==> src/rtl/efts_pkg.sv <==
// Shared constants for the edge-function triangle scanner.
`timescale 1ns / 1ps

package efts_pkg;

  // Default coordinate width of vertices and pixels.
  localparam int CoordBitsDef = 12;

  // Configuration register map.
  localparam int NumCfgRegs = 6;
  localparam int CfgIdxBits = 3;

  localparam logic [CfgIdxBits-1:0] CfgAX = 3'd0;
  localparam logic [CfgIdxBits-1:0] CfgAY = 3'd1;
  localparam logic [CfgIdxBits-1:0] CfgBX = 3'd2;
  localparam logic [CfgIdxBits-1:0] CfgBY = 3'd3;
  localparam logic [CfgIdxBits-1:0] CfgCX = 3'd4;
  localparam logic [CfgIdxBits-1:0] CfgCY = 3'd5;

  // Depth of the queue between the scan front and the edge test back.
  localparam int QueueDepth = 2;
  localparam int QueueCntBits = 2;

endpackage

==> src/rtl/efts_queue.sv <==
// Short queue of scan points between the front and the edge test back.
`timescale 1ns / 1ps

module efts_queue #(
  parameter int WIDTH = 26
) (
  input  logic                             clk_i,
  input  logic                             rst_ni,
  input  logic                             push_i,
  input  logic [WIDTH-1:0]                 data_i,
  output logic                             full_o,
  input  logic                             pop_i,
  output logic                             valid_o,
  output logic [WIDTH-1:0]                 data_o,
  output logic [efts_pkg::QueueCntBits-1:0] count_o
);
  import efts_pkg::*;

  logic [QueueDepth-1:0][WIDTH-1:0] mem_q;
  logic                             wr_ptr_q, rd_ptr_q;
  logic [QueueCntBits-1:0]          cnt_q;

  assign full_o  = (cnt_q == QueueCntBits'(QueueDepth));
  assign valid_o = (cnt_q != '0);
  assign data_o  = mem_q[rd_ptr_q];
  assign count_o = cnt_q;

  // Entry storage.
  always_ff @(posedge clk_i) begin
    if (push_i) begin
      mem_q[wr_ptr_q] <= data_i;
    end
  end

  // Pointers and fill count.
  always_ff @(posedge clk_i or negedge rst_ni) begin
    if (!rst_ni) begin
      wr_ptr_q <= 1'b0;
      rd_ptr_q <= 1'b0;
      cnt_q    <= '0;
    end else begin
      if (push_i) begin
        wr_ptr_q <= !wr_ptr_q;
      end
      if (pop_i) begin
        rd_ptr_q <= !rd_ptr_q;
      end
      case ({push_i, pop_i})
        2'b10:   cnt_q <= cnt_q + QueueCntBits'(1);
        2'b01:   cnt_q <= cnt_q - QueueCntBits'(1);
        default: cnt_q <= cnt_q;
      endcase
    end
  end

endmodule

==> config.mk <==
export PLATFORM = sky130hd
export DESIGN_NAME = efts_queue
export DESIGN_NICKNAME = d
export VERILOG_FILES = /design/src/rtl/efts_pkg.sv /design/src/rtl/efts_queue.sv
export SDC_FILE = /design/constraint.sdc
export NUM_CORES = 1
export LEC_CHECK = 0
export BUFFER_PORTS_ARGS = -buffer_cell sky130_fd_sc_hd__clkbuf_2
export CAP_MARGIN = 10
export CORE_ASPECT_RATIO = 0.5
export CORE_MARGIN = 2
export CORE_UTILIZATION = 50
export CTS_BUF_LIST = sky130_fd_sc_hd__clkbuf_8
export DETAILED_ROUTE_END_ITERATION = 10
export PLACE_DENSITY = 0.79
export SETUP_SLACK_MARGIN = 0.15
export SYNTH_ARGS = -nofsm -noshare
export SYNTH_HDL_FRONTEND = slang
export SYNTH_SLANG_ARGS = --single-unit
==> constraint.sdc <==
create_clock -name clk_i -period 4.95 [get_ports clk_i]
set_clock_uncertainty 0.1 [all_clocks]
set_input_delay 0.7425 -clock clk_i [delete_from_list [all_inputs] [get_ports clk_i]]
set_output_delay 0.7425 -clock clk_i [all_outputs]
set_load 0.03 [all_outputs]
==> impl_results.md, run 1 <==
- Syn_area_per_cell: approximately 22 µm²
- Post-synthesis simple-gate area fraction: 1.21%
- Hold crit path type: primary input to asynchronous set/reset pin
- Min cycle time layout: just under 3000 ps
- Synth Area in XOR/XNOR: slightly above 2%
- Area occupied by multi-input gates: about 450 µm²
- Final WL: ~3200 µm
- FF-to-FF setup slack: 3350 ps
- Core Region: 4020 µm²
- Arrival @ worst endpoint: about 2100 ps
- Num CTS Buffers: 5
- Adder-Cell Fraction of Synth Area: less than 1%
- Depth of the CTS H-tree: 2
- Drt pass-1 iters: 4
- Final hold violation count: 0
- Post-route setup slack: about 2000 ps
- Die Y-Extent: between 50 and 60 µm
- Maximum Capacitance Violations: 0
- Slowest-stage cell, CP: dfrtp_1
- Nets: between 150 and 200
- Via density: 4.80
- Synth Cell Area: between 2000 and 2500 µm²
- RSZ-0062 raised after global routing: no
- DP Worst Slack: approximately 2400 ps
- Synth Area in Compound Gates: 0%
- Setup_tns: 0 ps
- Peak VDD IR: approximately 0.29 mV
- Commonest non-fill, non-tap cells in the layout: clkbuf_2 (59), edfxtp_1 (52), mux2_4 (19)
- CTS Buffer Depth: 2
- Worst-Skew Late Latency: between 200 and 300 ps
- Multiplexer share of the synthesized area: roughly 17%
- Max-slew violation count: 0
- Crit. Startpoint: rd_ptr_q$_DFFE_PN0P_
- Worst path cell trace: buf_4 -> mux2_2 -> clkbuf_2
- Pwr dens: roughly 590 nW/µm²
- Syn Inst Count: just under 100
- Slew of the pin with the lowest slew margin: between 700 and 800 ps
- P_leak: between 1 and 1.5 nW
- Yosys warnings: 0
- Final Non-Filler Cells: about 220
- Initial cell density of the core: between 50% and 60%
- F_max: around 340 MHz
- Routability Congestion: between 0.6 and 0.7
- Avg WL per Cell: between 10 and 15 µm
- Vias: around 1000
- Unique cell type count in the Yosys netlist: 14
- Setup CP Type: flip-flop to primary output
- Slew margin rel.: 52.8%
- DRC errors left: 0
- Crit Path Max Fanout: 15
- Placed Area: about 2500 µm²
- Reg-to-reg startpoint: wr_ptr_q$_DFFE_PN0P_
- Total GRT Usage: about 14%
- CTS clock-pin slew for the worst setup and hold paths: 90 ps
- Largest net degree at the start of global routing: 24
- Rows: 16
- GRT overflow: 0
- Syn_nets: ~130
- Status: finished clean
- Clk sinks: 56
- Crit path largest cell delay: around 800 ps
- Synthesis-stage register bit count: 56
- Final worst path period share: around 59%
- Fillers: 284
- Initial antenna violation count: 0
- Fraction of layout cells with a size suffix above 1: between 50 and 60%
- I/O pin cnt: 60
- Crit path capture type: primary output
- Post-CTS setup buffer count: 0
- Seq/Total Area, Yosys: 76.8%
- Global-route wire length before repair: 5130 µm
- Antenna Violating Nets Remaining: 0
- Diodes inserted: 0
- Port Buffers: around 60
- CP Launch Type: flip-flop
- Area Overhead vs Synth: 19.3%
- Buf/Inv on CP: 2
- Commonest non-fill, non-tap cell in the layout: clkbuf_2
- Cells on worst reg2reg path: 2
- TritonCTS clock tree: built
- Largest family of logic cells by synthesized area: multiplexers
- Initial DRC count: 24
- Reg-to-reg critical path endpoint: mem_q[15]$_DFFE_PP_
- Post-route cell area: between 2000 and 3000 µm²
- Post-CTS Hold Fix Bufs: 0
- Crit path required time: 4110 ps
- Fin util: around 64%
- Family with the most delay on the worst path: flip-flops
- PostCTS Resize Cnt: 0
- Die Footprint: between 4000 and 5000 µm²
- Final setup viols: 0
- Inst Count DP: 210
- Vias in the first global route: about 1100
- Register area: ~1700 µm²
- Clock root buffer: clkbuf_8
- Die boundary width: about 97 µm
cell type report:
class / count / share of cell area (%)
Sequential cell: 56 / 64.4
Timing Repair Buffer: 62 / 12.3
Clock buffer: 5 / 2.67
Tap cell: 54 / 2.62
Inverter: 1 / 0.145
Multi-Input combinational cell: 37 / 17.4
Clock inverter: 3 / 0.485
worst max-delay path by stage:
stage | cells after the start | end | slack, ps
final | 3 | data_o[17] | 2040
after global routing | 3 | data_o[17] | 1940
after CTS | 3 | data_o[17] | 2010
after detailed placement | 3 | data_o[13] | 2360
after global placement | 3 | data_o[16] | 2390
after floorplan | 2 | mem_q[0]$_DFFE_PP_ | 2540
where the power goes:
group	switching (W)	internal, W	leakage (nW)
sequential	0.0000598	0.000631	0.535
combinational	0.000370	0.000243	0.485
clock	0.000129	0.0000954	0.0505
total	0.000559	0.000969	1.07
cells by family after synthesis:
group                      Yosys count
xor gates and xnor gates             5
adders and majority gates            1
buffers and inverters                4
DFF                                 56
muxes                               26
and+or+nand+nor                      5
flip-flops by register name (all words and copies together), names as in the netlist:
register,flops
count_o,2
mem_q,52
rd_ptr_q,1
wr_ptr_q,1
cell usage after synthesis, drive strengths merged:
master | count | share of area, %
edfxtp | 52 | 72
mux2 | 26 | 17
dfrtp | 4 | 4.6
buf | 3 | 2.4
xor2 | 3 | 1.2
nor2 | 2 | 0.35
xnor2 | 2 | 0.81
and2 | 1 | 0.29
ha | 1 | 0.58
inv | 1 | 0.17
nor2b | 1 | 0.29
or2 | 1 | 0.29
stage by stage:
step / hold slack (ps) / total power [W]
finish: 134 / 0.00153
global route: 124 / 0.00160
CTS: 131 / 0.00154
detailed placement: 393 / 0.00132
global placement: 383 / 0.00131
floorplan: 347 / 0.00120
layer usage:
metal	vias to the layer above	GRT usage, %	share of wire (%)
li1	503	-	-
met1	503	15.8	43
met2	33	25.3	50
met3	8	4.32	5.4
met4	0	7.04	2.0
met5	-	0	0
Note: power is estimated with default switching activity, not from simulation.
==> run 2: changes to the inputs <==
Clock period 4.95 ns to 3 ns, I/O delays scaled along.
==> impl_results.md, run 2 (synthesis results as in run 1) <==
- Status: finished clean
- Hold crit path type: primary input to flip-flop
- Initial cell density of the core: between 50% and 60%
- GRT overflow: 0
- Clk sinks: 56
- Crit path capture type: primary output
- Vias in the first global route: approximately 1100
- DP Worst Slack: around 1000 ps
- Nets: 195
- Peak VDD IR: 0.765 mV
- Port Buffers: slightly below 60
- Setup_tns: 0 ps
- Num CTS Buffers: 5
- Rows: 16
- Commonest non-fill, non-tap cell in the layout: clkbuf_2
- Core Region: just over 4000 µm²
- Crit Path Max Fanout: 23
- Commonest non-fill, non-tap cells in the layout: clkbuf_2 (59), edfxtp_1 (52), mux2_4 (19)
- Max-slew violation count: 0
- Slew margin rel.: about three quarters
- CTS Buffer Depth: 2
- Antenna Violating Nets Remaining: 0
- Maximum Capacitance Violations: 0
- Die Y-Extent: ~51 µm
- Max reg flops: 52
- Largest net degree at the start of global routing: 27
- F_max: between 400 and 500 MHz
- Final HPWL DP: 2140 µm
- CP Launch Type: flip-flop
- Drt pass-1 iters: 4
- Final Non-Filler Cells: between 200 and 250
- Slowest-stage cell, CP: dfrtp_1
- Final Power: 0.00261 W
- Min cycle time layout: ~2300 ps
- Via density: 4.79
- Worst-Skew Late Latency: about 290 ps
- Final hold violation count: 0
- Diodes inserted: 0
- Global-route wire length before repair: 5090 µm
- Final WL: 3140 µm
- Final setup viols: 0
- Slew of the pin with the lowest slew margin: a little under 400 ps
- Die boundary width: 97.0 µm
- I/O pin cnt: 60
- Crit path largest cell delay: ~480 ps
- Worst path cell trace: buf_4 -> mux2_2 -> clkbuf_2
- Setup CP Type: flip-flop to primary output
- Fraction of layout cells with a size suffix above 1: 58.2%
- Area Overhead vs Synth: 20.9%
- Clock root buffer: clkbuf_8
- Arrival @ worst endpoint: 1770 ps
- PostCTS Resize Cnt: 0
- Largest Register: mem_q
- TritonCTS clock tree: built
- Initial DRC count: 36
- Total GRT Usage: 14.0%
- Initial antenna violation count: 0
- Routability Congestion: between 0.6 and 0.7
- P_leak: between 1 and 1.5 nW
- Inst Count DP: 210
- Die Footprint: approximately 5000 µm²
- Final worst path period share: 77.4%
- Vias: 1050
- CTS clock-pin slew for the worst setup and hold paths: approximately 90 ps
- Avg WL per Cell: about 14 µm
- Crit path required time: about 2500 ps
- Pwr dens: about 1000 nW/µm²
- Depth of the CTS H-tree: 2
- Post-route setup slack: 678 ps
- RSZ-0062 raised after global routing: no
- DRC errors left: 0
==> run 2: changes by cell type in the layout (fill, tap and decap cells not counted), sizes merged <==
| cell | delta |
|---|---|
| clkinv | -1 |
| dlygate4sd3 | +1 |
| bufinv | +1 |
==> run 2: worst max-delay path, delay by kind of cell (launching register included) <==
kind | cells | cell delay (ps)
buf+inv | 2 | 590
flops | 1 | 480
mux | 1 | 380
==> run 2: layout make-up <==
class	instances	area (µm²)
fill	276	1410
multi-input combinational	37	449
tap	54	67.6
timing repair buffer	63	328
clock inverter	3	37.5
clock buffer	5	68.8
inverter	1	3.75
sequential	56	1660
==> run 2: path summary, 6_finish.rpt <==
check / start / endpoint / slack, ps / cells after the start
worst max-delay path: rd_ptr_q$_DFFE_PN0P_ / data_o[13] / 680 / 3
worst min-delay path: data_i[24] / mem_q[50]$_DFFE_PP_ / 240 / 1
worst max register to register: wr_ptr_q$_DFFE_PN0P_ / mem_q[30]$_DFFE_PP_ / 1690 / 2
worst min register to register: count_o[1]$_DFFE_PN0P_ / count_o[1]$_DFFE_PN0P_ / 420 / 1
max in group asynchronous: rst_ni / wr_ptr_q$_DFFE_PN0P_ / 2270 / 2
min in group asynchronous: rst_ni / count_o[1]$_DFFE_PN0P_ / 400 / 2
==> run 2: power by group <==
group | switching, W | total, W | internal (W) | leakage [nW]
Clock | 0.000216 | 0.000459 | 0.000243 | 0.0607
Combinational | 0.000642 | 0.00104 | 0.000400 | 0.489
Sequential | 0.0000681 | 0.00111 | 0.00104 | 0.535
==> run 2: timing repair <==
action	in CTS	in global routing
endpoints found under the hold margin	4	0
hold buffers	1	0
buffers inserted	0	0
==> run 2: metal layers <==
| metal | GRT usage, % | wire (µm) | part of all wire, % | vias up |
|---|---|---|---|---|
| met5 | 0 | 0 | 0 | - |
| met4 | 6.34 | 35 | 1.1 | 0 |
| met3 | 4.46 | 168 | 5.3 | 5 |
| met2 | 23.5 | 1640 | 52 | 31 |
| met1 | 17.0 | 1300 | 41 | 509 |
| li1 | - | - | - | 505 |
==> run 2: stage by stage <==
stage                     hold slack (ps)  cell area [µm²]  util (%)
after global placement                162             2500      62.1
after detailed placement              165             2500      62.1
final                                 236             2620      65.0
after floorplan                      54.4             2160         -
after global routing                  215             2620      65.0
after CTS                             224             2620      65.0
