## config.mk

```make
export PLATFORM = sky130hd
export DESIGN_NAME = efts_front
export DESIGN_NICKNAME = d
export VERILOG_FILES = /design/src/rtl/efts_pkg.sv /design/src/rtl/efts_front.sv
export SDC_FILE = /design/constraint.sdc
export NUM_CORES = 1
export LEC_CHECK = 0
export ABC_AREA = 1
export ABC_CLOCK_PERIOD_IN_PS = 9000
export BUFFER_PORTS_ARGS = -buffer_cell sky130_fd_sc_hd__clkbuf_2
export CORE_UTILIZATION = 40
export DETAILED_ROUTE_END_ITERATION = 7
export GPL_TIMING_DRIVEN = 0
export SYNTH_ARGS = -nofsm -noshare
export SYNTH_HDL_FRONTEND = slang
export SYNTH_SLANG_ARGS = --single-unit
```

## constraint.sdc

```tcl
create_clock -name clk_i -period 9 [get_ports clk_i]
set_input_delay 0.45 -clock clk_i [delete_from_list [all_inputs] [get_ports clk_i]]
set_output_delay 0.45 -clock clk_i [all_outputs]
set_load 0.02 [all_outputs]
```

## src/rtl/efts_pkg.sv

```systemverilog
// Shared constants for the edge-function triangle scanner.
`timescale 1ns / 1ps

package efts_pkg;

  // Default coordinate width of vertices and pixels.
  localparam int CoordBitsDef = 12;

  // Configuration register map.
  localparam int NumCfgRegs = 6;
  localparam int CfgIdxBits = 3;

  localparam logic [CfgIdxBits-1:0] CfgAX = 3'd0;
  localparam logic [CfgIdxBits-1:0] CfgAY = 3'd1;
  localparam logic [CfgIdxBits-1:0] CfgBX = 3'd2;
  localparam logic [CfgIdxBits-1:0] CfgBY = 3'd3;
  localparam logic [CfgIdxBits-1:0] CfgCX = 3'd4;
  localparam logic [CfgIdxBits-1:0] CfgCY = 3'd5;

  // Depth of the queue between the scan front and the edge test back.
  localparam int QueueDepth = 2;
  localparam int QueueCntBits = 2;

endpackage

```

## src/rtl/efts_front.sv

```systemverilog
// Scan front: walks the bounding box one point per accepted item.
`timescale 1ns / 1ps

module efts_front #(
  parameter int COORD_BITS = efts_pkg::CoordBitsDef
) (
  input  logic                    clk_i,
  input  logic                    rst_ni,
  input  logic                    accept_i,
  input  logic                    restart_i,
  input  logic [COORD_BITS-1:0]   ax_i,
  input  logic [COORD_BITS-1:0]   ay_i,
  input  logic [COORD_BITS-1:0]   bx_i,
  input  logic [COORD_BITS-1:0]   by_i,
  input  logic [COORD_BITS-1:0]   cx_i,
  input  logic [COORD_BITS-1:0]   cy_i,
  output logic [2*COORD_BITS+1:0] item_o
);
  import efts_pkg::*;

  localparam int CB = COORD_BITS;

  logic signed [CB-1:0] col_q, col_d, row_q, row_d;
  logic signed [CB-1:0] xmin_q, xmin_d, ymin_q, ymin_d;
  logic signed [CB-1:0] xmax_q, xmax_d, ymax_q, ymax_d;
  logic                 active_q, active_d;
  logic                 start;
  logic                 last;

  function automatic logic signed [CB-1:0] min3(logic signed [CB-1:0] a,
                                                logic signed [CB-1:0] b,
                                                logic signed [CB-1:0] c);
    logic signed [CB-1:0] m;
    m = (a < b) ? a : b;
    return (m < c) ? m : c;
  endfunction

  function automatic logic signed [CB-1:0] max3(logic signed [CB-1:0] a,
                                                logic signed [CB-1:0] b,
                                                logic signed [CB-1:0] c);
    logic signed [CB-1:0] m;
    m = (a > b) ? a : b;
    return (m > c) ? m : c;
  endfunction

  // Next scan point: a new scan latches the box, otherwise y steps inner, x outer.
  always_comb begin
    start  = restart_i || !active_q;
    xmin_d = xmin_q;
    ymin_d = ymin_q;
    xmax_d = xmax_q;
    ymax_d = ymax_q;
    col_d  = col_q;
    row_d  = row_q;
    if (start) begin
      xmin_d = min3($signed(ax_i), $signed(bx_i), $signed(cx_i));
      ymin_d = min3($signed(ay_i), $signed(by_i), $signed(cy_i));
      xmax_d = max3($signed(ax_i), $signed(bx_i), $signed(cx_i));
      ymax_d = max3($signed(ay_i), $signed(by_i), $signed(cy_i));
      col_d  = xmin_d;
      row_d  = ymin_d;
    end else if (row_q < ymax_q) begin
      row_d = row_q + CB'(1);
    end else begin
      row_d = ymin_q;
      if (col_q < xmax_q) begin
        col_d = col_q + CB'(1);
      end
    end
    last     = (col_d >= xmax_d) && (row_d >= ymax_d);
    active_d = !last;
  end

  // Scan state advances only when an item is taken.
  always_ff @(posedge clk_i or negedge rst_ni) begin
    if (!rst_ni) begin
      col_q    <= '0;
      row_q    <= '0;
      xmin_q   <= '0;
      ymin_q   <= '0;
      xmax_q   <= '0;
      ymax_q   <= '0;
      active_q <= 1'b0;
    end else if (accept_i) begin
      col_q    <= col_d;
      row_q    <= row_d;
      xmin_q   <= xmin_d;
      ymin_q   <= ymin_d;
      xmax_q   <= xmax_d;
      ymax_q   <= ymax_d;
      active_q <= active_d;
    end
  end

  // Queue entry: start flag, last flag, y, x.
  assign item_o = {start, last, row_d, col_d};

endmodule

```

==> results.md <==
Floorplan:
- The die covers 19520 µm².
- The initial core utilization is 40.70%.
- The floorplan step set the die height to 139.7 µm.
- The number of I/O pins is between 100 and 150.
- From left edge to right edge, the die measures between 100 and 150 µm.
- The floorplan has 50 rows.
- The core region is 18640 µm².

Layout:
- The combined area of the multi-input logic cells is 5151 µm².
- Measured on the finished design, the core utilization comes to a little under half.
- The sequential cell area is 1526 µm².
- The antenna cell count is 0.
- The post-route netlist has around an eighth of its cells at a drive strength greater than 1.
- The area added between synthesis and finish is 15.25%.
- The count of cells in the finished layout, fillers not included, comes to about 1500.
- After filler insertion, the fill cell instance count of the layout stands at a little under 2000.
- The layout net count is ~1500.

Timing:
- For the final routed database, the setup TNS stands at 0 ps.
- Based on the critical path, the design can be clocked at up to 0.1491 GHz.
- The portion of the clock cycle consumed by the worst path in the final layout is 74.51%.
- The transition time at the pin with the least slew margin is 686.6 ps.
- Setup violations remaining at the end of the flow were counted as 0.
- Setup repair after global routing left no endpoint under its margin.
- The clock skew after layout is between 8 and 9 ps.
- The final count of hold timing violations is 0.
- The final critical delay including setup and external delays is between 6000 and 7000 ps.
- Headroom to the max-slew limit came out at a little over half.
- The final count of pins violating max slew is 0.

Critical path:
- The capturing element type of the critical path is a primary output.
- The highest fanout seen on the critical path is 10.
- The most critical setup path has its startpoint at by_i[11].
- In this run the critical register-to-register path is launched from row_q[11]$_DFFE_PN0P_.
- The count of buffering cells on the critical path with inverters included is 9.
- The highest cell delay on the worst timing path is 350 ps.
- The critical path's top delay family is compound AO/OA/AOI/OAI gates.
- The worst setup path category is in2out.
- The required arrival time at the worst endpoint is ~8600 ps.
- The type of element launching the critical path is an input pin.
- The arrival time at the worst endpoint is 6260 ps.
- The library cell contributing the largest single delay on the critical path is sky130_fd_sc_hd__ha_1.

Global routing:
- The first global-routing pass estimated between 30 and 40 mm of wire.
- The initial antenna violation count is 0.
- The via count of the first global-routing pass came to 7086.
- The overall track demand over capacity in global routing is a little under a quarter.
- The pin count of the biggest net entering global routing is between 60 and 70.
- For this run the aggregate overflow at the end of global routing stands at 0.

Placed design:
- The number of buffers inserted by port buffering is 100.
- The number of cells after detailed placement is 1490.
- The congestion estimate from routability-driven global placement came to 0.8575.
- The half-perimeter wire length of the detailed placement result is 18.41 mm.

Synth:
- For this run, the register share of the synthesized area comes to between 20% and 30%.
- The post-synthesis cell type count is 41.
- Counting flops and latches in the post-synthesis netlist gives 61.
- The average instance in the mapped netlist occupies 6.569 µm².
- In the synthesized netlist the async set-or-reset flop fraction comes to 100.0%.
- The yosys synthesis warning count is 0.
- The post-synthesis instance total is 1155.
- The post-synth design cell area is ~7600 µm².
- Among all flip-flop cells after synthesis, the most frequent one is sky130_fd_sc_hd__dfrtp_1.
- The synthesized net count is 1349.
- The count of flip-flops with a built-in enable after synthesis is 0.

Power and ir drop:
- The power per cell area is about 280 nW/µm².
- The cell leakage power is approximately 4.8 nW.
- The design draws between 2 and 2.5 mW.
- The clock network fraction of design power is roughly 16%.
- Summed over all nets, the switching power comes to about 1.3 mW.
- The share of total power dissipated in combinational logic is 63.8%.
- The peak supply drop is 0.1268 mV.
- The share of total power dissipated in sequential elements is 20.6%.
- Net switching is 51.08% of the power.
- Internal power comes to approximately 1.2 mW.

CTS:
- At the later pin of the worst-skew pair, clock insertion delay measures 340 ps.
- The post-CTS setup repair buffer count is 0.
- The clock transition at the registers of the reported paths is 60 ps.
- The H-tree was split into 3 levels.
- Clock tree synthesis inserted a total of 9 buffers.
- The clock root buffer is sky130_fd_sc_hd__clkbuf_16.
- After clock tree synthesis, the repair step resized 0 gates.
- The CTS tree is done.
- After clock tree synthesis, the flow added hold-fix buffers numbering 1.
- Clock tree synthesis found a total of about 60 sinks.
- No sink is reached through more buffers than the 2 on the longest clock path.

Drt:
- In the final routed layout, each cell accounts on average for 14.53 µm.
- The first detailed-routing pass ran for 5 iterations.
- For this run, design rule violations remaining after detail routing come to 0.
- The DRC marker count from the first detailed-route iteration is 439.
- Dividing the detail-routed via count by the number of cells gives approximately 5.1.
- The detailed-route wire length is ~22 mm.
- The detailed-route via count is roughly 7700.
- The final antenna-violating net count is 0.

Worst hold path:
- The start point of the worst hold path is cy_i[4].
- The class of the worst hold path is in2reg.

Outcome:
- The flow ran to the end, and the final reports show no timing, DRC or antenna violations.

Flow run:
- Max-cap violations in this run came to 0.
[final timing paths]
| kind | end | slack (ps) | cells past startpoint |
|---|---|---|---|
| hold reg to reg | ymax_q[1]$_DFFE_PN0P_ | 510 | 2 |
| setup reg to reg | active_q$_DFFE_PN0P_ | 4590 | 27 |
| setup / recovery | item_o[24] | 2290 | 37 |
| hold / removal | ymin_q[4]$_DFFE_PN0P_ | 430 | 3 |
| max in group asynchronous | col_q[3]$_DFFE_PN0P_ | 8020 | 3 |
| min in group asynchronous | row_q[4]$_DFFE_PN0P_ | 480 | 2 |
[synth_stat cells, types with 5 or more instances]
| cell | instances | share of area, % |
|---|---|---|
| sky130_fd_sc_hd__inv_1 | 175 | 8.7 |
| sky130_fd_sc_hd__nand3_1 | 126 | 8.3 |
| sky130_fd_sc_hd__o211ai_1 | 5 | 0.49 |
| sky130_fd_sc_hd__nand3_2 | 6 | 0.79 |
| sky130_fd_sc_hd__and2_1 | 20 | 1.6 |
| sky130_fd_sc_hd__nor2_1 | 35 | 1.7 |
| sky130_fd_sc_hd__nand4_1 | 15 | 1.2 |
| sky130_fd_sc_hd__nand2_1 | 276 | 14 |
| sky130_fd_sc_hd__mux2i_1 | 19 | 2.5 |
| sky130_fd_sc_hd__o21ai_0 | 122 | 8.0 |
| sky130_fd_sc_hd__dfrtp_1 | 61 | 20 |
| sky130_fd_sc_hd__nor3_1 | 8 | 0.53 |
| sky130_fd_sc_hd__xnor2_1 | 5 | 0.58 |
| sky130_fd_sc_hd__a21oi_1 | 65 | 4.3 |
| sky130_fd_sc_hd__buf_2 | 9 | 0.59 |
| sky130_fd_sc_hd__buf_4 | 6 | 0.59 |
| sky130_fd_sc_hd__a31oi_1 | 9 | 0.74 |
| sky130_fd_sc_hd__buf_6 | 5 | 0.74 |
| sky130_fd_sc_hd__ha_1 | 118 | 19 |
| sky130_fd_sc_hd__clkbuf_1 | 22 | 1.1 |
| sky130_fd_sc_hd__nand2_2 | 11 | 0.91 |
[cell type report]
class,count,share of cell area [%]
Multi-Input combinational cell,871,58.91
Sequential cell,61,17.46
Inverter,178,7.641
Timing Repair Buffer,102,6.181
Tap cell,234,3.348
Buffer,45,2.761
Clock buffer,9,2.575
Clock inverter,7,1.130
[worst register-to-register path: stages (launching register included)]
cell and delay [ps]:
sky130_fd_sc_hd__dfrtp_1 410, sky130_fd_sc_hd__ha_1 350, sky130_fd_sc_hd__a21oi_1 160, sky130_fd_sc_hd__o21ai_0 90
sky130_fd_sc_hd__a21oi_1 120, sky130_fd_sc_hd__nand2_1 70, sky130_fd_sc_hd__or2_1 220, sky130_fd_sc_hd__nand2_2 180
sky130_fd_sc_hd__inv_2 130, sky130_fd_sc_hd__nor2_2 210, sky130_fd_sc_hd__buf_4 210, sky130_fd_sc_hd__inv_1 80
sky130_fd_sc_hd__o21ai_0 150, sky130_fd_sc_hd__nand3_1 130, sky130_fd_sc_hd__nand2_1 110, sky130_fd_sc_hd__inv_1 80
sky130_fd_sc_hd__ha_1 280, sky130_fd_sc_hd__inv_1 40, sky130_fd_sc_hd__o21bai_1 140, sky130_fd_sc_hd__a21oi_1 90
sky130_fd_sc_hd__o21ai_0 270, sky130_fd_sc_hd__nand2_1 100, sky130_fd_sc_hd__a21boi_0 180, sky130_fd_sc_hd__nor4_1 60
sky130_fd_sc_hd__a21oi_1 160, sky130_fd_sc_hd__nand3_1 120, sky130_fd_sc_hd__nand2_1 70, sky130_fd_sc_hd__o21ai_0 80
[cell families after synthesis]
kind of cell | Yosys count | share of synthesized area (%)
AND/OR/NAND/NOR | 505 | 29.54
buffers and inverters | 223 | 11.99
AO/OA/AOI/OAI | 220 | 15.35
adder cells (fa/ha/maj) | 118 | 19.46
flip-flops | 61 | 20.12
multiplexers | 19 | 2.507
XOR/XNOR | 9 | 1.039
[flip-flops by register name (all words and copies together), names as in the netlist]
| name | count |
|---|---|
| ymin_q | 12 |
| col_q | 12 |
| ymax_q | 12 |
| row_q | 12 |
| active_q | 1 |
| xmax_q | 12 |
[power groups by stage]
stage               clock, mW  sequential, mW  combinational [mW]
floorplan                   0           0.468                1.14
global placement            0           0.503                1.53
detailed placement          0           0.504                1.56
CTS                     0.383           0.501                1.57
global route            0.393           0.521                1.80
finish                  0.381           0.505                1.56
[per-stage QoR]
| step | cell area (µm²) | setup WS [ps] | hold WS, ps |
|---|---|---|---|
| floorplan | 7587 | 3531 | 154.4 |
| global placement | 8381 | 2203 | 490.2 |
| detailed placement | 8411 | 2230 | 273.3 |
| CTS | 8745 | 2197 | 425.6 |
| global route | 8745 | 1500 | 459.2 |
| finish | 8745 | 2294 | 428.6 |
[cells in the final DEF (no fill, tap or decap), drive strengths merged, types with 23 or more instances in the layout]
| master | instances |
|---|---|
| a21oi | 65 |
| buf | 23 |
| clkbuf | 132 |
| dfrtp | 61 |
| ha | 118 |
| inv | 179 |
| nand2 | 287 |
| nand3 | 132 |
| nor2 | 37 |
| o21ai | 127 |
[layer usage]
metal	GRT usage [%]	vias to the layer above	part of all wire (%)
li1	-	4065	-
met1	34.29	3452	52
met2	35.08	162	43
met3	2.512	17	3.6
met4	5.321	0	1.3
met5	0	-	0
(Power assumes the default switching activity.)
