$ cat config.mk
export PLATFORM = sky130hd
export DESIGN_NAME = efts_back_flat
export DESIGN_NICKNAME = d
export VERILOG_FILES = /design/src/rtl/efts_pkg.sv /design/src/rtl/efts_if.sv /design/src/rtl/efts_back.sv /design/src/flat_wrapper.sv
export SDC_FILE = /design/constraint.sdc
export NUM_CORES = 2
export LEC_CHECK = 0
export BUFFER_PORTS_ARGS = -buffer_cell sky130_fd_sc_hd__buf_2
export CAP_MARGIN = 20
export CORE_UTILIZATION = 49
export DETAILED_ROUTE_END_ITERATION = 8
export HOLD_SLACK_MARGIN = 0.15
export PLACE_DENSITY = 0.74
export SYNTH_ARGS = -nofsm -noshare
export SYNTH_HDL_FRONTEND = slang
export SYNTH_SLANG_ARGS = --single-unit
$ cat constraint.sdc
create_clock -name clk_i -period 11.8 [get_ports clk_i]
set_input_delay 2.36 -clock clk_i [delete_from_list [all_inputs] [get_ports clk_i]]
set_output_delay 2.36 -clock clk_i [all_outputs]
set_load 0.1 [all_outputs]
$ cat src/rtl/efts_pkg.sv
// Shared constants for the edge-function triangle scanner.
`timescale 1ns / 1ps

package efts_pkg;

  // Default coordinate width of vertices and pixels.
  localparam int CoordBitsDef = 12;

  // Configuration register map.
  localparam int NumCfgRegs = 6;
  localparam int CfgIdxBits = 3;

  localparam logic [CfgIdxBits-1:0] CfgAX = 3'd0;
  localparam logic [CfgIdxBits-1:0] CfgAY = 3'd1;
  localparam logic [CfgIdxBits-1:0] CfgBX = 3'd2;
  localparam logic [CfgIdxBits-1:0] CfgBY = 3'd3;
  localparam logic [CfgIdxBits-1:0] CfgCX = 3'd4;
  localparam logic [CfgIdxBits-1:0] CfgCY = 3'd5;

  // Depth of the queue between the scan front and the edge test back.
  localparam int QueueDepth = 2;
  localparam int QueueCntBits = 2;

endpackage

$ cat src/rtl/efts_if.sv


interface efts_out_if #(
  parameter int COORD_BITS = 12
);
  logic                  valid;
  logic                  ready;
  logic [COORD_BITS-1:0] pixel_x;
  logic [COORD_BITS-1:0] pixel_y;
  logic                  inside_res;
  logic                  last_point;

  modport source (output valid, output pixel_x, output pixel_y, output inside_res,
                  output last_point, input ready);
  modport sink (input valid, input pixel_x, input pixel_y, input inside_res,
                input last_point, output ready);
endinterface

$ cat src/rtl/efts_back.sv
// Edge test back: edge-function products, sign test and the output register.
`timescale 1ns / 1ps

module efts_back #(
  parameter int COORD_BITS = efts_pkg::CoordBitsDef
) (
  input  logic                    clk_i,
  input  logic                    rst_ni,
  input  logic [COORD_BITS-1:0]   ax_i,
  input  logic [COORD_BITS-1:0]   ay_i,
  input  logic [COORD_BITS-1:0]   bx_i,
  input  logic [COORD_BITS-1:0]   by_i,
  input  logic [COORD_BITS-1:0]   cx_i,
  input  logic [COORD_BITS-1:0]   cy_i,
  input  logic                    head_valid_i,
  input  logic [2*COORD_BITS+1:0] head_i,
  output logic                    pop_o,
  output logic                    stage_valid_o,
  output logic                    stage_en_o,
  efts_out_if.source              pix_out
);
  import efts_pkg::*;

  localparam int CB = COORD_BITS;
  localparam int DW = CB + 1;
  localparam int PW = 2 * DW;
  localparam int EW = PW + 1;

  logic signed [CB-1:0] ax, ay, bx, by, cx, cy, px, py;
  logic                 h_start, h_last;

  logic signed [DW-1:0] d_ab_x, d_ab_y, d_bc_x, d_bc_y, d_ca_x, d_ca_y;
  logic signed [DW-1:0] d_pb_x, d_pb_y, d_pc_x, d_pc_y, d_pa_x, d_pa_y;
  logic signed [DW-1:0] d_cb_x, d_cb_y;

  // Product stage registers.
  logic signed [PW-1:0] p1a_q, p1b_q, p2a_q, p2b_q, p3a_q, p3b_q, poa_q, pob_q;
  logic [CB-1:0]        x_q, y_q;
  logic                 last_q, start_q, a_v_q;

  logic signed [EW-1:0] e1, e2, e3, eo;
  logic                 swap_q, swap_item, in_tri;
  logic                 en_a, en_b;

  logic                 out_v_q;
  logic [CB-1:0]        out_x_q, out_y_q;
  logic                 out_in_q, out_last_q;

  assign ax = $signed(ax_i);
  assign ay = $signed(ay_i);
  assign bx = $signed(bx_i);
  assign by = $signed(by_i);
  assign cx = $signed(cx_i);
  assign cy = $signed(cy_i);
  assign px = $signed(head_i[CB-1:0]);
  assign py = $signed(head_i[2*CB-1:CB]);
  assign h_last  = head_i[2*CB];
  assign h_start = head_i[2*CB+1];

  // Handshake of the two back stages.
  assign en_b          = !out_v_q || pix_out.ready;
  assign en_a          = !a_v_q || en_b;
  assign pop_o         = head_valid_i && en_a;
  assign stage_valid_o = a_v_q;
  assign stage_en_o    = en_a;

  // Coordinate differences for the edges a-b, b-c, c-a and the orientation.
  always_comb begin
    d_ab_x = DW'(ax) - DW'(bx);
    d_ab_y = DW'(ay) - DW'(by);
    d_bc_x = DW'(bx) - DW'(cx);
    d_bc_y = DW'(by) - DW'(cy);
    d_ca_x = DW'(cx) - DW'(ax);
    d_ca_y = DW'(cy) - DW'(ay);
    d_cb_x = DW'(cx) - DW'(bx);
    d_cb_y = DW'(cy) - DW'(by);
    d_pb_x = DW'(px) - DW'(bx);
    d_pb_y = DW'(py) - DW'(by);
    d_pc_x = DW'(px) - DW'(cx);
    d_pc_y = DW'(py) - DW'(cy);
    d_pa_x = DW'(px) - DW'(ax);
    d_pa_y = DW'(py) - DW'(ay);
  end

  // Product stage: two products per edge function, registered.
  always_ff @(posedge clk_i) begin
    if (pop_o) begin
      p1a_q   <= PW'(d_ab_x) * PW'(d_pb_y);
      p1b_q   <= PW'(d_pb_x) * PW'(d_ab_y);
      p2a_q   <= PW'(d_bc_x) * PW'(d_pc_y);
      p2b_q   <= PW'(d_pc_x) * PW'(d_bc_y);
      p3a_q   <= PW'(d_ca_x) * PW'(d_pa_y);
      p3b_q   <= PW'(d_pa_x) * PW'(d_ca_y);
      poa_q   <= PW'(d_ab_x) * PW'(d_cb_y);
      pob_q   <= PW'(d_cb_x) * PW'(d_ab_y);
      x_q     <= head_i[CB-1:0];
      y_q     <= head_i[2*CB-1:CB];
      last_q  <= h_last;
      start_q <= h_start;
    end
  end

  // Sign stage. A negative triangle flips the sign of every edge function,
  // so the swapped test asks for e1, e2 and e3 all strictly negative.
  always_comb begin
    e1 = EW'(p1a_q) - EW'(p1b_q);
    e2 = EW'(p2a_q) - EW'(p2b_q);
    e3 = EW'(p3a_q) - EW'(p3b_q);
    eo = EW'(poa_q) - EW'(pob_q);
    swap_item = start_q ? (eo < 0) : swap_q;
    if (swap_item) begin
      in_tri = (e1 < 0) && (e2 < 0) && (e3 < 0);
    end else begin
      in_tri = (e1 > 0) && (e2 > 0) && (e3 > 0);
    end
  end

  // Stage valid, the latched orientation and the output valid.
  always_ff @(posedge clk_i or negedge rst_ni) begin
    if (!rst_ni) begin
      a_v_q   <= 1'b0;
      swap_q  <= 1'b0;
      out_v_q <= 1'b0;
    end else begin
      if (en_a) begin
        a_v_q <= head_valid_i;
      end
      if (en_b) begin
        out_v_q <= a_v_q;
        if (a_v_q) begin
          swap_q <= swap_item;
        end
      end
    end
  end

  // Output payload register.
  always_ff @(posedge clk_i) begin
    if (en_b && a_v_q) begin
      out_x_q    <= x_q;
      out_y_q    <= y_q;
      out_in_q   <= in_tri;
      out_last_q <= last_q;
    end
  end

  assign pix_out.valid      = out_v_q;
  assign pix_out.pixel_x    = out_x_q;
  assign pix_out.pixel_y    = out_y_q;
  assign pix_out.inside_res = out_in_q;
  assign pix_out.last_point = out_last_q;

endmodule

$ cat src/flat_wrapper.sv
// flat-port wrapper written by rule: the top's interface ports become plain ports
module efts_back_flat import efts_pkg::*;
#(
  parameter int COORD_BITS = efts_pkg::CoordBitsDef
)
  (clk_i, rst_ni, ax_i, ay_i, bx_i, by_i, cx_i, cy_i, head_valid_i, head_i, pop_o, stage_valid_o, stage_en_o, pix_out_valid, pix_out_pixel_x, pix_out_pixel_y, pix_out_inside_res, pix_out_last_point, pix_out_ready);
  efts_out_if #(.COORD_BITS(COORD_BITS)) pix_out_i ();
  input  logic clk_i;
  input  logic rst_ni;
  input  logic [COORD_BITS-1:0] ax_i;
  input  logic [COORD_BITS-1:0] ay_i;
  input  logic [COORD_BITS-1:0] bx_i;
  input  logic [COORD_BITS-1:0] by_i;
  input  logic [COORD_BITS-1:0] cx_i;
  input  logic [COORD_BITS-1:0] cy_i;
  input  logic head_valid_i;
  input  logic [2*COORD_BITS+1:0] head_i;
  output logic pop_o;
  output logic stage_valid_o;
  output logic stage_en_o;
  output wire logic [$bits(pix_out_i.valid)-1:0] pix_out_valid;
  output wire logic [$bits(pix_out_i.pixel_x)-1:0] pix_out_pixel_x;
  output wire logic [$bits(pix_out_i.pixel_y)-1:0] pix_out_pixel_y;
  output wire logic [$bits(pix_out_i.inside_res)-1:0] pix_out_inside_res;
  output wire logic [$bits(pix_out_i.last_point)-1:0] pix_out_last_point;
  input wire logic [$bits(pix_out_i.ready)-1:0] pix_out_ready;
  assign pix_out_valid = pix_out_i.valid;
  assign pix_out_pixel_x = pix_out_i.pixel_x;
  assign pix_out_pixel_y = pix_out_i.pixel_y;
  assign pix_out_inside_res = pix_out_i.inside_res;
  assign pix_out_last_point = pix_out_i.last_point;
  assign pix_out_i.ready = pix_out_ready;
  efts_back #(.COORD_BITS(COORD_BITS)) u_core (.clk_i(clk_i), .rst_ni(rst_ni), .ax_i(ax_i), .ay_i(ay_i), .bx_i(bx_i), .by_i(by_i), .cx_i(cx_i), .cy_i(cy_i), .head_valid_i(head_valid_i), .head_i(head_i), .pop_o(pop_o), .stage_valid_o(stage_valid_o), .stage_en_o(stage_en_o), .pix_out(pix_out_i));
endmodule
==> run_results.csv <==
group,metric,value,unit
final_layout,finalNetCount,9970,
final_layout,multi_input_area,55500,sq um
clock_tree,cts_buffer_depth,3,
global_routing,grt_max_degree,63,
hold_path,holdPathStages,0,
synth,synth_area,70200,sq um
synth,ys_seq_area_share,11.2,%
routing,viasPerCell,5.55,
run,maxCapViolations,0,
clock_tree,clock_latency,0.60,ns
floorplanning,floorplan.rows,138,
clock_tree,cts.sinks,263,
synth,synth-edff-count,260,
synth,synth.largest_area_cell,"fa_1",
setup_path,crit_type,"in2reg",
routing,wl,202,mm
routing,drtIter0Drc,3999,
final_layout,fillers,12700,
synth,yosys_warnings,0,
sta,period_share,91.5,%
sta,fin_setup_tns,0,ns
synth,synth_area_leaders,"fa_1, ha_1, edfxtp_1",
clock_tree,cts_made_buffers,35,
setup_path,worst-r2r-cell-count,12,
sta,timing.final.hold_violations,0,
setup_path,crit_fanout,9,
hold_path,hold_path_startpoint,"u_core.y_q[3]",
setup_path,crit_path_start_kind,"primary input",
final_layout,ff_latch_area,7880,sq um
floorplanning,initial_core_util,49.5,%
global_routing,antenna_found_initial,31,
sta,max_freq,0.0926,GHz
floorplanning,coreArea,142000,sq um
setup_path,timing.rr.end,"u_core.pix_out.inside_res",
synth,synth_cell_types,93,
clock_tree,cts_setup_buffers,0,
final_layout,area_delta_synth_final,6.61,%
routing,drt-pass1-iter-count,6,
placement,dp_hpwl,174,mm
clock_tree,clk_pin_slew_worst_paths,0.07,ns
synth,synth_top_cell_area_share,37.6,%
synth,ys_ff_latch,263,
routing,route.vias.total,53700,
global_routing,grt_pass1_vias,57400,
clock_tree,cts.htree.levels,2,
synth,synth.avg_cell_area,9.22,sq um
placement,portBuffers,131,
clock_tree,cts-root-buf,"clkbuf_16",
setup_path,reg2reg_from,"u_core.p2a_q[18]",
synth,synthFlopType,"edfxtp_1",
placement,routabilityCongestion,1.09,
hold_path,min_path_type,"reg2reg",
synth,syn_inst,7612,
clock_tree,cts_tree,"yes",
floorplanning,pin_count,132,
routing,ant_nets,0,
setup_path,cp.arrival,11.15,ns
floorplanning,die_x,380,microns
final_layout,layout-drive-gt1-share,5.51,%
outcome,outcome,"completed",
sta,slew_headroom,18.9,%
setup_path,critPathSlowestCell,"xor2_1",
global_routing,grt_overflow,0,
setup_path,cp_common_cell,"fa_1",
setup_path,reg2reg_slack,7.19,ns
setup_path,max_stage_delay,0.91,ns
clock_tree,cts_resized,0,
sta,finalClockSkew,0.0128,ns
sta,setup-violations-final,0,
global_routing,grt_pass1_wl,319,mm
setup_path,crit_required,12.15,ns
clock_tree,cts_hold_buf,0,
sta,post-route-min-period,10.80,ns
sta,drv_slew,0,
routing,drc,0,
floorplanning,die_h,380,microns
sta,worst_pin_slew,1.21,ns
routing,wl_per_cell,20.9,microns
hold_path,hold_path_end,"u_core.pix_out.pixel_y[3]",
setup_path,critPathCaptureType,"flip-flop",
synth,async_flop_share,1.14,%
synth,synth_nets,9834,
global_routing,globalRouteTotalUtil,28.7,%
sta,rsz0062_at_grt,"no",
floorplanning,die_area,145000,sq um
flip-flops by register name, indices dropped and copies added (netlist names), 12 cells and up:
name / count
u_core.p2b_q: 26
u_core.pix_out.pixel_y: 12
u_core.p3a_q: 26
u_core.p1a_q: 26
u_core.pix_out.pixel_x: 12
u_core.p3b_q: 26
u_core.poa_q: 26
u_core.y_q: 12
u_core.p2a_q: 26
u_core.p1b_q: 26
u_core.pob_q: 26
u_core.x_q: 12
logic make-up after synthesis:
group           after synthesis  synth area share, %
flops                       263                 11.2
simple gates               2168                 14.0
mux                          13                0.189
buf+inv                    1811                 9.70
compound gates              827                 7.88
fa+ha+maj                  2120                 51.9
xor+xnor                    410                 5.12
routing by layer:
metal | global-route usage, % | vias up | wire length, microns
met3 | 8.15 | 616 | 22600
met1 | 35.7 | 26600 | 76200
met2 | 44.9 | 2424 | 89800
met4 | 15.8 | 34 | 13200
li1 | - | 23900 | -
met5 | 0 | - | 226
critical path: cells and delay by family:
kind / cells / cell delay [ns]
and+or+nand+nor: 3 / 0.72
xor gates and xnor gates: 2 / 0.99
AOI/OAI and AO/OA: 13 / 2.94
adders and majority gates: 8 / 3.56
buffers and inverters: 5 / 0.53
metrics by stage:
stage	std cells	cell area, sq um	worst slack, ns	util, %	hold slack [ns]
after floorplan	7612	70200	0.232	-	0.400
after global placement	9596	73600	0.706	51.9	0.401
after detailed placement	9598	73600	0.586	51.9	0.405
after CTS	9661	74800	1.19	52.7	0.418
after global routing	9667	74800	0.638	52.8	0.422
final	9674	74800	1.00	52.8	0.417
cells in the mapped netlist (40+ instances only):
cell         n
and2_1      77
o21bai_1    41
inv_1     1641
clkbuf_1   157
nand2_1    683
a21o_1     107
o21ai_0    120
fa_1      1317
nor2_1     777
a21oi_1    196
nor2b_1    112
nand3_1     41
o21ai_1     68
o21a_1      40
xnor2_1    288
nand2b_1   203
nor3_1      86
edfxtp_1   260
xor2_1     122
or2_2       57
ha_1       803
cell usage in the layout, fill, tap and decap left out, drive strengths merged, types with 19 or more instances in the layout:
cell	Yosys	layout
a211oi	23	23
nor2	777	777
or3	30	30
nand2	683	683
a31oi	33	33
inv	1642	1645
edfxtp	260	260
nor2b	112	112
or2	69	69
fa	1317	1317
xor2	122	122
and3	20	20
ha	803	803
buf	12	268
xnor2	288	288
nand3	41	41
nor3	86	86
and2	77	77
nor4	19	19
a21oi	199	199
o21bai	41	41
a21o	108	108
a21boi	41	41
clkbuf	157	43
o21a	40	40
nand2b	203	203
o21ai	192	192
area by class of cell:
type	instances	area share [%]
Inverter	1642	8.24
Tap cell	1890	3.16
Antenna cell	10	0.0334
Sequential cell	263	10.5
Clock buffer	43	1.25
Timing Repair Buffer	268	2.26
Multi-Input combinational cell	5538	74.2
Clock inverter	20	0.288
worst max-delay path by stage:
stage	startpoint	endpoint	slack, ns	depth (start not counted)
2_1_floorplan	pix_out_ready	pop_o	0.23	2
3_3_place_gp	bx_i[1]	u_core.p2a_q[25]	0.71	31
3_5_place_dp	bx_i[1]	u_core.p2a_q[25]	0.59	31
4_1_cts	bx_i[1]	u_core.p2a_q[25]	1.19	31
5_1_grt	bx_i[2]	u_core.p2a_q[25]	0.64	31
6_report	bx_i[1]	u_core.p2a_q[25]	1.00	31
Power is not shown: default switching activity piles up to over one toggle a cycle in this logic, so the estimate is an artifact.
